**config.mk**
```make
export PLATFORM = sky130hd
export DESIGN_NAME = two_servo_scan_pwm_flat
export DESIGN_NICKNAME = d
export VERILOG_FILES = /design/src/tssp_pkg.sv /design/src/tssp_if.sv /design/src/two_servo_scan_pwm.sv /design/src/tssp_cfg.sv /design/src/tssp_exec.sv /design/src/flat_wrapper.sv
export SDC_FILE = /design/constraint.sdc
export NUM_CORES = 1
export LEC_CHECK = 0
export BUFFER_PORTS_ARGS = -buffer_cell sky130_fd_sc_hd__buf_2
export CORE_MARGIN = 2
export CORE_UTILIZATION = 30
export CTS_BUF_LIST = sky130_fd_sc_hd__clkbuf_4 sky130_fd_sc_hd__clkbuf_8
export DETAILED_ROUTE_END_ITERATION = 7
export PLACE_DENSITY = 0.5
export SETUP_SLACK_MARGIN = 0.05
export SYNTH_ARGS = -nofsm -noshare
export SYNTH_HDL_FRONTEND = slang
export SYNTH_HIERARCHICAL = 1
export SYNTH_SLANG_ARGS = --single-unit
```
**constraint.sdc**
```tcl
create_clock -name clk_i -period 7.4 [get_ports clk_i]
set_input_delay 1.11 -clock clk_i [delete_from_list [all_inputs] [get_ports clk_i]]
set_output_delay 1.11 -clock clk_i [all_outputs]
set_load 0.01 [all_outputs]
```
**src/tssp_pkg.sv**
```systemverilog
// tssp_pkg: shared types and constants of the two servo scan pwm block
// no dependencies; used by the interfaces and imported by every module
`default_nettype none

package tssp_pkg;

  localparam int unsigned PositionBits = 10;
  localparam int unsigned OffsetBits   = PositionBits - 1;
  localparam int unsigned WriteBits    = 16;
  localparam int unsigned CfgIdxBits   = 2;

  typedef logic [PositionBits-1:0] pos_t;
  typedef logic [OffsetBits-1:0]   off_t;
  typedef logic [CfgIdxBits-1:0]   cfg_idx_t;

  localparam pos_t PosMin    = '0;
  localparam pos_t PosMax    = '1;
  localparam off_t OffsetRst = OffsetBits'(32);

  typedef enum logic [2:0] {
    OpRead     = 3'd0,
    OpStepUp   = 3'd1,
    OpStepDown = 3'd2,
    OpWrite    = 3'd3,
    OpWave     = 3'd4
  } op_e;

  typedef enum logic [CfgIdxBits-1:0] {
    CfgMinPos  = 2'd0,
    CfgMaxPos  = 2'd1,
    CfgWaveOff = 2'd2
  } cfg_idx_e;

  typedef struct packed {
    logic [2:0]                  opcode;
    logic                        servo_select;
    logic signed [WriteBits-1:0] write_value;
    logic                        pwm_ticks;
  } item_t;

  typedef struct packed {
    pos_t min_position;
    pos_t max_position;
    off_t wave_offset;
  } cfg_t;

  typedef struct packed {
    pos_t pos_a;
    pos_t pos_b;
    logic sense_a_down;
    logic sense_b_down;
    logic centers_taken;
    pos_t pwm_count;
  } ctrl_state_t;

  typedef struct packed {
    pos_t center_a;
    pos_t center_b;
  } centers_t;

  typedef struct packed {
    pos_t reply_value;
    pos_t position_a;
    pos_t position_b;
    logic pwm_a;
    logic pwm_b;
  } result_t;

endpackage

`default_nettype wire

```
**src/tssp_if.sv**
```systemverilog
// tssp_if: valid/ready channel interfaces for items, results and config writes
// depends on tssp_pkg for payload widths
`default_nettype none

interface tssp_item_if;
  logic                                  valid;
  logic                                  ready;
  logic [2:0]                            opcode;
  logic                                  servo_select;
  logic signed [tssp_pkg::WriteBits-1:0] write_value;
  logic                                  pwm_ticks;

  modport source (output valid, opcode, servo_select, write_value, pwm_ticks, input ready);
  modport sink   (input valid, opcode, servo_select, write_value, pwm_ticks, output ready);
endinterface

interface tssp_result_if;
  logic           valid;
  logic           ready;
  tssp_pkg::pos_t reply_value;
  tssp_pkg::pos_t position_a;
  tssp_pkg::pos_t position_b;
  logic           pwm_a;
  logic           pwm_b;

  modport source (output valid, reply_value, position_a, position_b, pwm_a, pwm_b,
                  input ready);
  modport sink   (input valid, reply_value, position_a, position_b, pwm_a, pwm_b,
                  output ready);
endinterface

interface tssp_cfg_if;
  logic               valid;
  logic               ready;
  tssp_pkg::cfg_idx_t index;
  tssp_pkg::pos_t     data;

  modport source (output valid, index, data, input ready);
  modport sink   (input valid, index, data, output ready);
endinterface

`default_nettype wire

```
**src/two_servo_scan_pwm.sv**
```systemverilog
// two_servo_scan_pwm: an item goes from the input register through execute into the result
// register; throughput one item per cycle while results are taken, with a single execute
// stage between the two registers; a held result stalls the input once both registers are full
// reset: config to min 0 / max all ones / offset 32, servo a at 0 sensing up,
// servo b at all ones sensing down, pwm counter 0, centers not yet captured
`default_nettype none

module two_servo_scan_pwm (
  input  logic          clk_i,
  input  logic          rst_ni,
  tssp_item_if.sink     in_i,
  tssp_cfg_if.sink      cfg_i,
  tssp_result_if.source out_o
);
  import tssp_pkg::*;

  // config registers
  cfg_t cfg;

  assign cfg_i.ready = 1'b1;

  tssp_cfg u_cfg (
    .clk_i      (clk_i),
    .rst_ni     (rst_ni),
    .wr_en_i    (cfg_i.valid),
    .wr_index_i (cfg_i.index),
    .wr_data_i  (cfg_i.data),
    .cfg_o      (cfg)
  );

  // input register stage
  item_t item_q;
  logic  item_vld_q;
  logic  out_vld_q;
  logic  advance;
  logic  in_ready;

  // item leaves the input register when the result register is free or drained
  assign advance  = item_vld_q && (!out_vld_q || out_o.ready);
  assign in_ready = !item_vld_q || advance;
  assign in_i.ready = in_ready;

  always_ff @(posedge clk_i or negedge rst_ni) begin
    if (!rst_ni) begin
      item_vld_q <= 1'b0;
    end else if (in_i.valid && in_ready) begin
      item_vld_q <= 1'b1;
    end else if (advance) begin
      item_vld_q <= 1'b0;
    end
  end

  // payload register, no reset needed
  always_ff @(posedge clk_i) begin
    if (in_i.valid && in_ready) begin
      item_q.opcode       <= in_i.opcode;
      item_q.servo_select <= in_i.servo_select;
      item_q.write_value  <= in_i.write_value;
      item_q.pwm_ticks    <= in_i.pwm_ticks;
    end
  end

  // servo state, updated as each item passes the execute stage
  ctrl_state_t st_q, st_d;
  centers_t    ctr_q, ctr_d;
  result_t     res_q, res_d;

  tssp_exec u_exec (
    .item_i (item_q),
    .cfg_i  (cfg),
    .st_i   (st_q),
    .ctr_i  (ctr_q),
    .st_o   (st_d),
    .ctr_o  (ctr_d),
    .res_o  (res_d)
  );

  always_ff @(posedge clk_i or negedge rst_ni) begin
    if (!rst_ni) begin
      st_q.pos_a         <= PosMin;
      st_q.pos_b         <= PosMax;
      st_q.sense_a_down  <= 1'b0;
      st_q.sense_b_down  <= 1'b1;
      st_q.centers_taken <= 1'b0;
      st_q.pwm_count     <= '0;
    end else if (advance) begin
      st_q <= st_d;
    end
  end

  // centers only read once captured, so they carry no reset
  always_ff @(posedge clk_i) begin
    if (advance) begin
      ctr_q <= ctr_d;
    end
  end

  // result register
  always_ff @(posedge clk_i or negedge rst_ni) begin
    if (!rst_ni) begin
      out_vld_q <= 1'b0;
    end else if (advance) begin
      out_vld_q <= 1'b1;
    end else if (out_o.ready) begin
      out_vld_q <= 1'b0;
    end
  end

  always_ff @(posedge clk_i) begin
    if (advance) begin
      res_q <= res_d;
    end
  end

  assign out_o.valid       = out_vld_q;
  assign out_o.reply_value = res_q.reply_value;
  assign out_o.position_a  = res_q.position_a;
  assign out_o.position_b  = res_q.position_b;
  assign out_o.pwm_a       = res_q.pwm_a;
  assign out_o.pwm_b       = res_q.pwm_b;

  // servo state only moves when an item passes the execute stage
  a_state_hold: assert property (@(posedge clk_i) disable iff (!rst_ni)
    !advance |=> $stable(st_q.pos_a) && $stable(st_q.pos_b) && $stable(st_q.pwm_count))
    else $error("servo state changed without an item");

  // centers are captured once and never released
  a_centers_sticky: assert property (@(posedge clk_i) disable iff (!rst_ni)
    st_q.centers_taken |=> st_q.centers_taken)
    else $error("centers capture flag dropped");

  // an empty result register never blocks the input side
  a_ready_when_empty: assert property (@(posedge clk_i) disable iff (!rst_ni)
    !out_vld_q |-> in_ready)
    else $error("input stalled with empty result register");

  // every executed item shows up as a result
  a_result_follows: assert property (@(posedge clk_i) disable iff (!rst_ni)
    advance |=> out_vld_q)
    else $error("executed item produced no result");

endmodule

`default_nettype wire

```
**src/tssp_cfg.sv**
```systemverilog
// tssp_cfg: configuration register file (limits and wave offset)
// depends on tssp_pkg
`default_nettype none

module tssp_cfg (
  input  logic               clk_i,
  input  logic               rst_ni,
  input  logic               wr_en_i,
  input  tssp_pkg::cfg_idx_t wr_index_i,
  input  tssp_pkg::pos_t     wr_data_i,
  output tssp_pkg::cfg_t     cfg_o
);
  import tssp_pkg::*;

  cfg_t cfg_q, cfg_d;

  always_comb begin
    cfg_d = cfg_q;
    if (wr_en_i) begin
      unique case (cfg_idx_e'(wr_index_i))
        CfgMinPos:  cfg_d.min_position = wr_data_i;
        CfgMaxPos:  cfg_d.max_position = wr_data_i;
        CfgWaveOff: cfg_d.wave_offset  = wr_data_i[OffsetBits-1:0];
        default:    cfg_d = cfg_q;
      endcase
    end
  end

  always_ff @(posedge clk_i or negedge rst_ni) begin
    if (!rst_ni) begin
      cfg_q.min_position <= PosMin;
      cfg_q.max_position <= PosMax;
      cfg_q.wave_offset  <= OffsetRst;
    end else begin
      cfg_q <= cfg_d;
    end
  end

  assign cfg_o = cfg_q;

endmodule

`default_nettype wire

```
**src/tssp_exec.sv**
```systemverilog
// tssp_exec: combinational execution of one item against the servo state
// depends on tssp_pkg
`default_nettype none

module tssp_exec (
  input  tssp_pkg::item_t       item_i,
  input  tssp_pkg::cfg_t        cfg_i,
  input  tssp_pkg::ctrl_state_t st_i,
  input  tssp_pkg::centers_t    ctr_i,
  output tssp_pkg::ctrl_state_t st_o,
  output tssp_pkg::centers_t    ctr_o,
  output tssp_pkg::result_t     res_o
);
  import tssp_pkg::*;

  // signed width wide enough for the write value and a position plus sign
  localparam int unsigned CW = ((WriteBits > PositionBits + 1) ?
                                WriteBits : PositionBits + 1) + 1;
  localparam int unsigned WW = PositionBits + 2;

  function automatic pos_t clamp_w(logic signed [CW-1:0] v, pos_t mn, pos_t mx);
    logic signed [CW-1:0] smn;
    logic signed [CW-1:0] smx;
    smn = $signed({{(CW-PositionBits){1'b0}}, mn});
    smx = $signed({{(CW-PositionBits){1'b0}}, mx});
    if (v < smn)      return mn;
    else if (v > smx) return mx;
    else              return v[PositionBits-1:0];
  endfunction

  // one wave step of one servo: move, clamp, flip sense at the swing bounds
  function automatic logic [PositionBits:0] wave_one(pos_t pos, logic down, pos_t ctr,
                                                     cfg_t c);
    logic signed [CW-1:0] nxt;
    pos_t                 cur;
    logic signed [WW-1:0] cur_s;
    logic signed [WW-1:0] lo;
    logic signed [WW-1:0] hi;
    logic                 flip;
    nxt   = $signed({{(CW-PositionBits){1'b0}}, pos}) +
            (down ? -CW'(signed'(1)) : CW'(signed'(1)));
    cur   = clamp_w(nxt, c.min_position, c.max_position);
    cur_s = $signed({2'b00, cur});
    lo    = $signed({2'b00, ctr}) - $signed({3'b000, c.wave_offset});
    hi    = $signed({2'b00, ctr}) + $signed({3'b000, c.wave_offset});
    flip  = (cur_s <= lo) || (cur_s >= hi);
    return {down ^ flip, cur};
  endfunction

  logic                  sel_b;
  pos_t                  sel_pos;
  pos_t                  wr_pos;
  centers_t              ctr_use;
  logic [PositionBits:0] wa;
  logic [PositionBits:0] wb;

  always_comb begin
    sel_b   = item_i.servo_select;
    sel_pos = sel_b ? st_i.pos_b : st_i.pos_a;
    wr_pos  = clamp_w(CW'(item_i.write_value), cfg_i.min_position, cfg_i.max_position);
    ctr_use = st_i.centers_taken ? ctr_i :
              centers_t'{center_a: st_i.pos_a, center_b: st_i.pos_b};
    wa      = wave_one(st_i.pos_a, st_i.sense_a_down, ctr_use.center_a, cfg_i);
    wb      = wave_one(st_i.pos_b, st_i.sense_b_down, ctr_use.center_b, cfg_i);

    st_o  = st_i;
    ctr_o = ctr_i;
    res_o.reply_value = '0;

    case (item_i.opcode)
      OpRead: begin
        res_o.reply_value = sel_pos;
      end
      OpStepUp: begin
        // servo a is mounted inverted, so up lowers its position
        if (!sel_b) begin
          if (st_i.pos_a > cfg_i.min_position) st_o.pos_a = st_i.pos_a - 1'b1;
          res_o.reply_value = st_o.pos_a;
        end else begin
          if (st_i.pos_b < cfg_i.max_position) st_o.pos_b = st_i.pos_b + 1'b1;
          res_o.reply_value = st_o.pos_b;
        end
      end
      OpStepDown: begin
        if (!sel_b) begin
          if (st_i.pos_a < cfg_i.max_position) st_o.pos_a = st_i.pos_a + 1'b1;
          res_o.reply_value = st_o.pos_a;
        end else begin
          if (st_i.pos_b > cfg_i.min_position) st_o.pos_b = st_i.pos_b - 1'b1;
          res_o.reply_value = st_o.pos_b;
        end
      end
      OpWrite: begin
        res_o.reply_value = wr_pos;
        if (sel_b) st_o.pos_b = wr_pos;
        else       st_o.pos_a = wr_pos;
      end
      OpWave: begin
        ctr_o              = ctr_use;
        st_o.centers_taken = 1'b1;
        st_o.pos_a         = wa[PositionBits-1:0];
        st_o.sense_a_down  = wa[PositionBits];
        st_o.pos_b         = wb[PositionBits-1:0];
        st_o.sense_b_down  = wb[PositionBits];
      end
      default: begin
        res_o.reply_value = '0;
      end
    endcase

    if (item_i.pwm_ticks) st_o.pwm_count = st_i.pwm_count + 1'b1;

    res_o.position_a = st_o.pos_a;
    res_o.position_b = st_o.pos_b;
    res_o.pwm_a      = (st_o.pwm_count <= st_o.pos_a);
    res_o.pwm_b      = (st_o.pwm_count <= st_o.pos_b);
  end

endmodule

`default_nettype wire

```
**src/flat_wrapper.sv**
```systemverilog
// flat-port wrapper written by rule: the top's interface ports become plain ports
module two_servo_scan_pwm_flat import tssp_pkg::*;
  (clk_i, rst_ni, in_i_valid, in_i_opcode, in_i_servo_select, in_i_write_value, in_i_pwm_ticks, in_i_ready, cfg_i_valid, cfg_i_index, cfg_i_data, cfg_i_ready, out_o_valid, out_o_reply_value, out_o_position_a, out_o_position_b, out_o_pwm_a, out_o_pwm_b, out_o_ready);
  tssp_item_if in_i_i ();
  tssp_cfg_if cfg_i_i ();
  tssp_result_if out_o_i ();
  input  logic clk_i;
  input  logic rst_ni;
  input wire logic [$bits(in_i_i.valid)-1:0] in_i_valid;
  input wire logic [$bits(in_i_i.opcode)-1:0] in_i_opcode;
  input wire logic [$bits(in_i_i.servo_select)-1:0] in_i_servo_select;
  input wire logic [$bits(in_i_i.write_value)-1:0] in_i_write_value;
  input wire logic [$bits(in_i_i.pwm_ticks)-1:0] in_i_pwm_ticks;
  output wire logic [$bits(in_i_i.ready)-1:0] in_i_ready;
  input wire logic [$bits(cfg_i_i.valid)-1:0] cfg_i_valid;
  input wire logic [$bits(cfg_i_i.index)-1:0] cfg_i_index;
  input wire logic [$bits(cfg_i_i.data)-1:0] cfg_i_data;
  output wire logic [$bits(cfg_i_i.ready)-1:0] cfg_i_ready;
  output wire logic [$bits(out_o_i.valid)-1:0] out_o_valid;
  output wire logic [$bits(out_o_i.reply_value)-1:0] out_o_reply_value;
  output wire logic [$bits(out_o_i.position_a)-1:0] out_o_position_a;
  output wire logic [$bits(out_o_i.position_b)-1:0] out_o_position_b;
  output wire logic [$bits(out_o_i.pwm_a)-1:0] out_o_pwm_a;
  output wire logic [$bits(out_o_i.pwm_b)-1:0] out_o_pwm_b;
  input wire logic [$bits(out_o_i.ready)-1:0] out_o_ready;
  assign in_i_i.valid = in_i_valid;
  assign in_i_i.opcode = in_i_opcode;
  assign in_i_i.servo_select = in_i_servo_select;
  assign in_i_i.write_value = in_i_write_value;
  assign in_i_i.pwm_ticks = in_i_pwm_ticks;
  assign in_i_ready = in_i_i.ready;
  assign cfg_i_i.valid = cfg_i_valid;
  assign cfg_i_i.index = cfg_i_index;
  assign cfg_i_i.data = cfg_i_data;
  assign cfg_i_ready = cfg_i_i.ready;
  assign out_o_valid = out_o_i.valid;
  assign out_o_reply_value = out_o_i.reply_value;
  assign out_o_position_a = out_o_i.position_a;
  assign out_o_position_b = out_o_i.position_b;
  assign out_o_pwm_a = out_o_i.pwm_a;
  assign out_o_pwm_b = out_o_i.pwm_b;
  assign out_o_i.ready = out_o_ready;
  two_servo_scan_pwm u_core (.clk_i(clk_i), .rst_ni(rst_ni), .in_i(in_i_i), .cfg_i(cfg_i_i), .out_o(out_o_i));
endmodule
```
After elaboration in Yosys (flattened, before gate mapping) --
Cells that the tools add are included.
Operators by class: $add $sub $neg 11, magnitude comparators 16, equality and inequality tests 6, muxes and demuxes 29, bitwise operators 2, reduce and logical (&&, ||, !) cells 16
Operator list (count):
- 10-bit 2-to-1 mux | 20
- 20-bit case mux with 4 select lines | 1
- 10-bit case mux with 4 select lines | 1
- 11-bit by 17-bit adder with 17-bit output | 2
- 17-bit by 11-bit greater-than comparator with 1-bit output | 2
- 17-bit by 11-bit less-than comparator with 1-bit output | 2
- 17-bit 2-to-1 mux | 2
- 10-bit by 1-bit adder with 10-bit output, second input constant | 3
- 10-bit by 9-bit adder with 11-bit output | 2
- 10-bit by 11-bit >= comparator with 1-bit output | 2
- 11-bit <= comparator | 2
- 10-bit by 9-bit subtractor with 11-bit output | 2
- 10-bit greater-than comparator | 2
- 10-bit <= comparator | 2
- 10-bit less-than comparator | 2
- 20-bit 2-to-1 mux | 1
- 10-bit by 1-bit subtractor with 10-bit output, second input constant | 2
- 16-bit by 11-bit greater-than comparator with 1-bit output | 1
- 16-bit by 11-bit less-than comparator with 1-bit output | 1
- 2-bit AND reduction | 4
- 3-bit by 2-bit == test with 1-bit output, second input constant | 2
- 1-bit logical OR | 4
- 1-bit 2-to-1 mux | 4
- 2-bit nonzero test | 2
- 9 further kinds | 12
Word-level totals: register bits after elaboration 137, input bits 38, output and inout bits 35, logic and storage cells 102

Depth between registers and ports, before layout --
depth in word-level cells 8, gate-level depth with buffers 32

Modules after synthesis --
Netlist, hierarchy kept.
By module, submodules not included:
- tssp_exec | instances 1, cells an instance 1439, area each 10107.2 sq um, sequential area each 0.0 sq um
- two_servo_scan_pwm | instances 1, cells an instance 153, area each 3662.3 sq um, sequential area each 3081.7 sq um
- tssp_cfg | instances 1, cells an instance 63, area each 1166.1 sq um, sequential area each 739.5 sq um

Worst setup path after synthesis --
Ideal clock, no wire load.
kind register -> register, start reg u_core/st_q[12] in the netlist's numbering, end reg u_core/st_q[12] in the netlist's numbering, setup time 125 ps, arrival time 5850 ps, path slack 1426 ps, stages on the path, launching flop included 30, path buffers 0, period minus slack after synthesis 5974 ps, path through dfrtp_1 -> inv_1 -> fa_1 -> nand2b_1 -> a211o_1 -> nand2_1 -> a21o_1 -> a21oi_1 -> xnor2_1 -> ha_1 -> nand4_1 -> or4b_1 -> o221ai_1 -> a21o_1 -> o21a_2 -> nor3_1 -> a211oi_1 -> a21oi_1 -> ha_1 -> nor2b_1 -> o21ai_0 -> nand2b_1 -> a21oi_1 -> nor2_1 -> or4_1 -> nand4_1 -> o2111ai_1 -> a211oi_2 -> xnor2_1 -> mux2_2
Between the ends: longest elaborated chain between the ends 8, elaborated cells between the ends (all ways) 10
Ends and longest elaborated chain:
- start: declaration | RTL line two_servo_scan_pwm.sv:64 | ctrl_state_t st_q, st_d;
- start signal: assignment | RTL line two_servo_scan_pwm.sv:87 | st_q <= st_d;
- 17-bit 2-to-1 mux | RTL line tssp_exec.sv:41 | (down ? -CW'(signed'(1)) : CW'(signed'(1)));
- 11-bit by 17-bit adder with 17-bit output | RTL line tssp_exec.sv:40 | nxt = $signed({{(CW-PositionBits){1'b0}}, pos}) +
- 17-bit by 11-bit greater-than comparator with 1-bit output | RTL line tssp_exec.sv:27 | else if (v > smx) return mx;
- 10-bit 2-to-1 mux | RTL line tssp_exec.sv:27
- 10-bit 2-to-1 mux | RTL line tssp_exec.sv:26 | if (v < smn) return mn;
- 11-bit <= comparator or 10-bit by 11-bit >= comparator with 1-bit output (tied branches) | RTL line tssp_exec.sv:46 | flip = (cur_s <= lo) || (cur_s >= hi);
- 1-bit logical OR | RTL line tssp_exec.sv:46
- 1-bit bitwise XOR * | RTL line tssp_exec.sv:47 | return {down ^ flip, cur};
Mark *: on every way between the ends. The rest lies on a longest branch, timed or not. A chain may end at the register's enable or synchronous reset.

Worst setup path after layout --
start reg u_core/st_q[11] in the netlist's numbering, end reg u_core/st_q[11] in the netlist's numbering
The elaborated chain is that of the path after synthesis.

==> results.sh <==
export IMPL_worst_slew_pin_transition_ps=1260
export IMPL_final_setup_viol_count=0
export IMPL_layout_area_overhead_vs_synth_pct=9.80
export IMPL_syn_avg_cell_area_sq_um=9.02
export IMPL_async_flop_share_pct=46.7
export IMPL_gp_congestion=0.956
export IMPL_synthesis_nets=1911
export IMPL_synth_ff_latch_count=137
export IMPL_netlist_area_leader_share_pct=17.8
export IMPL_post_drt_wl_per_cell_um=23.3
export IMPL_netlist_area_sq_um=14900
export IMPL_drtAntennaViolNets=0
export IMPL_number_of_flops_mapped_to_enable_cells_by_yosys=73
export IMPL_critical_path_arrival_ps=7200
export IMPL_rsz0062_at_grt="false"
export IMPL_clock_tree_htree_level_count=4
export IMPL_hp_class="flop to flop"
export IMPL_fillerInstances=5173
export IMPL_timing_max_slew_rel_slack_pct=15.7
export IMPL_path_max_fanout=17
export IMPL_final_min_clock_period_ps=6750
export IMPL_post_synth_top_count_cell="ha_1"
export IMPL_synth_yosys_warnings=6
export IMPL_synthDistinctLibCells=91
export IMPL_insertion_delay_ps=520
export IMPL_routed_wl_um=55200
export IMPL_drive_gt1_share_pct=16.9
export IMPL_critPathKind="flop to flop"
export IMPL_dieHeight_um=227
export IMPL_design_core_area_sq_um=49100
export IMPL_synth_cells=1655
export IMPL_crit_required_ps=7860
export IMPL_num_vias=13100
export IMPL_overflow=0
export IMPL_via_count_of_the_first_global_routing_pass=12700
export IMPL_rows=81
export IMPL_synth_top_cells_by_area="ha_1 18%, edfxtp_1 15%, dfrtp_1 7.0%"
export IMPL_antenna_violations_before_repair=2
export IMPL_layout_worst_path_cycle_share_pct=91.2
export IMPL_die_area_sq_um=51600
export IMPL_critical_path_endpoint_type="flop"
export IMPL_port_buffers=71
export IMPL_timing_critical_path_from_type="flop"
export IMPL_grt_pass1_wl_um=81700
export IMPL_grtUsageTotal_pct=21.7
export IMPL_grt_max_degree=59
export IMPL_timing_fmax_ghz=0.148
export IMPL_avgViaCountPerCell=5.52
export IMPL_floorplan_initialDensity_pct=30.4
export IMPL_cts_buffer_count=17
export IMPL_clockRootBuffer="clkbuf_8"
export IMPL_cp_slowest_stage_delay_ps=750
export IMPL_finalSetupTns_ps=0
export IMPL_cpMaxStageDelayCell="dfstp_2"
export IMPL_worst_path_most_repeated_cell="a21oi_1"
export IMPL_run_status="complete, no violations"
export IMPL_post_cts_setup_driven_buffer_insertion_count=0
export IMPL_ys_flop_type="edfxtp_1"
export IMPL_cts_tree="done"
export IMPL_initialDrtViolationCount=1175
export IMPL_fin_clk_skew_ps=19.5
export IMPL_drv_max_cap_violation_count=0
export IMPL_clock_edge_transition_at_the_registers_on_the_reported_setup_and_hold_paths_ps=90
export IMPL_die_x_um=227
export IMPL_report_final_hold_viol_count=0
export IMPL_floorplan_io_pins=73
export IMPL_fraction_of_the_yosys_area_taken_by_sequential_cells_pct=25.6
export IMPL_drc=0
export IMPL_synth_cells_most_frequent="212 x ha_1, 128 x a21oi_1, 114 x nand2_1, 114 x nor2_1, 90 x inv_1"
export IMPL_clock_sinks=137
export IMPL_cts_buffer_depth=2
export IMPL_synth_top_area_cell="ha_1"
export IMPL_nets=1952
export IMPL_timing_final_max_slew_violations=0
export IMPL_first_pass_drt_iterations=5
export IMPL_dp_hpwl_um=42900
-- worst paths after layout --
path | endpoint | startpoint | slack (ps) | cells past startpoint
setup / recovery | u_core/st_q[11] | u_core/st_q[11] | 650 | 28
hold / removal | u_core/st_q[9] | u_core/st_q[9] | 540 | 1
setup reg to reg | u_core/st_q[11] | u_core/st_q[11] | 650 | 28
hold reg to reg | u_core/st_q[9] | u_core/st_q[9] | 540 | 1
max in group asynchronous | u_core/u_cfg/cfg_o[23] | rst_ni | 5960 | 2
min in group asynchronous | u_core/st_q[11] | rst_ni | 640 | 1
-- placed cells by master, fill, tap and decap left out, types with 7 or more instances in the layout --
cell / netlist / routed
clkbuf_8: 0 / 17
buf_4: 22 / 36
a221oi_1: 9 / 9
o22ai_1: 12 / 12
o21a_1: 30 / 30
inv_1: 90 / 89
nand2_1: 114 / 114
o32ai_1: 7 / 7
nor2_1: 114 / 112
dfstp_2: 22 / 22
mux2_4: 39 / 39
o211ai_1: 19 / 19
o21ai_0: 89 / 89
o21bai_1: 11 / 11
and3_1: 20 / 20
nand2b_1: 29 / 29
a211oi_1: 26 / 26
mux2_2: 55 / 55
a21o_1: 37 / 37
dfrtp_1: 42 / 42
nor3_1: 22 / 22
nand3_1: 41 / 41
xor2_1: 24 / 24
or2_2: 7 / 7
mux2i_1: 25 / 25
a21oi_1: 128 / 128
edfxtp_1: 73 / 73
ha_1: 212 / 212
buf_2: 3 / 70
nand4_1: 32 / 32
nor2b_1: 24 / 24
nor4_1: 11 / 11
and2_1: 11 / 11
o31ai_1: 10 / 10
xnor2_1: 60 / 60
a221o_1: 8 / 8
-- routing by layer --
metal	global-route usage, %	up-vias	wire, um
met5	0	-	0
met4	10.5	0	2620
met3	3.34	88	3100
met2	35.3	466	25100
met1	28.1	6340	24400
li1	-	6209	-
-- kinds of logic after synthesis --
kind of cell / count (synthesis) / share of synthesized area [%]
mux: 119 / 9.74
flops: 137 / 25.6
simple gates: 461 / 15.5
xor+xnor: 84 / 4.93
other cells: 1 / 0.0251
compound gates: 459 / 20.4
buf+inv: 176 / 5.25
fa+ha+maj: 218 / 18.6
-- through the flow --
step                      util, %  hold WS, ps  setup slack [ps]  instances  instance area, sq um
after floorplan                 -          477              1430       1655                 14900
after global placement       32.5          513               678       2341                 16000
after detailed placement     32.5          525               603       2341                 16000
after CTS                    33.4          544               565       2373                 16400
after global routing         33.4          568               126       2374                 16400
final                        33.4          537               655       2375                 16400
-- critical path, delay by kind of cell (launching register included) --
kind	cells	cell delay [ps]
buf+inv	1	210
compound gates	11	2360
xor+xnor	2	470
simple gates	9	1410
flops	1	750
fa+ha+maj	3	1130
mux	2	340
-- repair_timing --
action,4_1_cts,5_1_grt
gates resized for setup,0,1
setup endpoints to repair,0,1
hold buffers,0,0
-- layout make-up --
class,instances,area (sq um),area share (%)
clock buffer,21,264,1.61
antenna,2,5.00,0.0305
tap,664,831,5.07
clock inverter,11,173,1.05
inverter,92,345,2.11
timing repair buffer,106,621,3.78
sequential,137,3820,23.3
multi-input combinational,1342,10300,63.1
-- state kept, by name, indices dropped and copies added, names as in the netlist --
signal	flops
u_core/ctr_q	20
u_core/item_q	21
u_core/item_vld_q	1
u_core/out_o.position_a	10
u_core/out_o.position_b	10
u_core/out_o.pwm_a	1
u_core/out_o.pwm_b	1
u_core/out_o.reply_value	10
u_core/out_o.valid	1
u_core/st_q	33
u_core/u_cfg/cfg_o	29
Power is not shown: default switching activity piles up to over one toggle a cycle in this logic, so the estimate is an artifact.
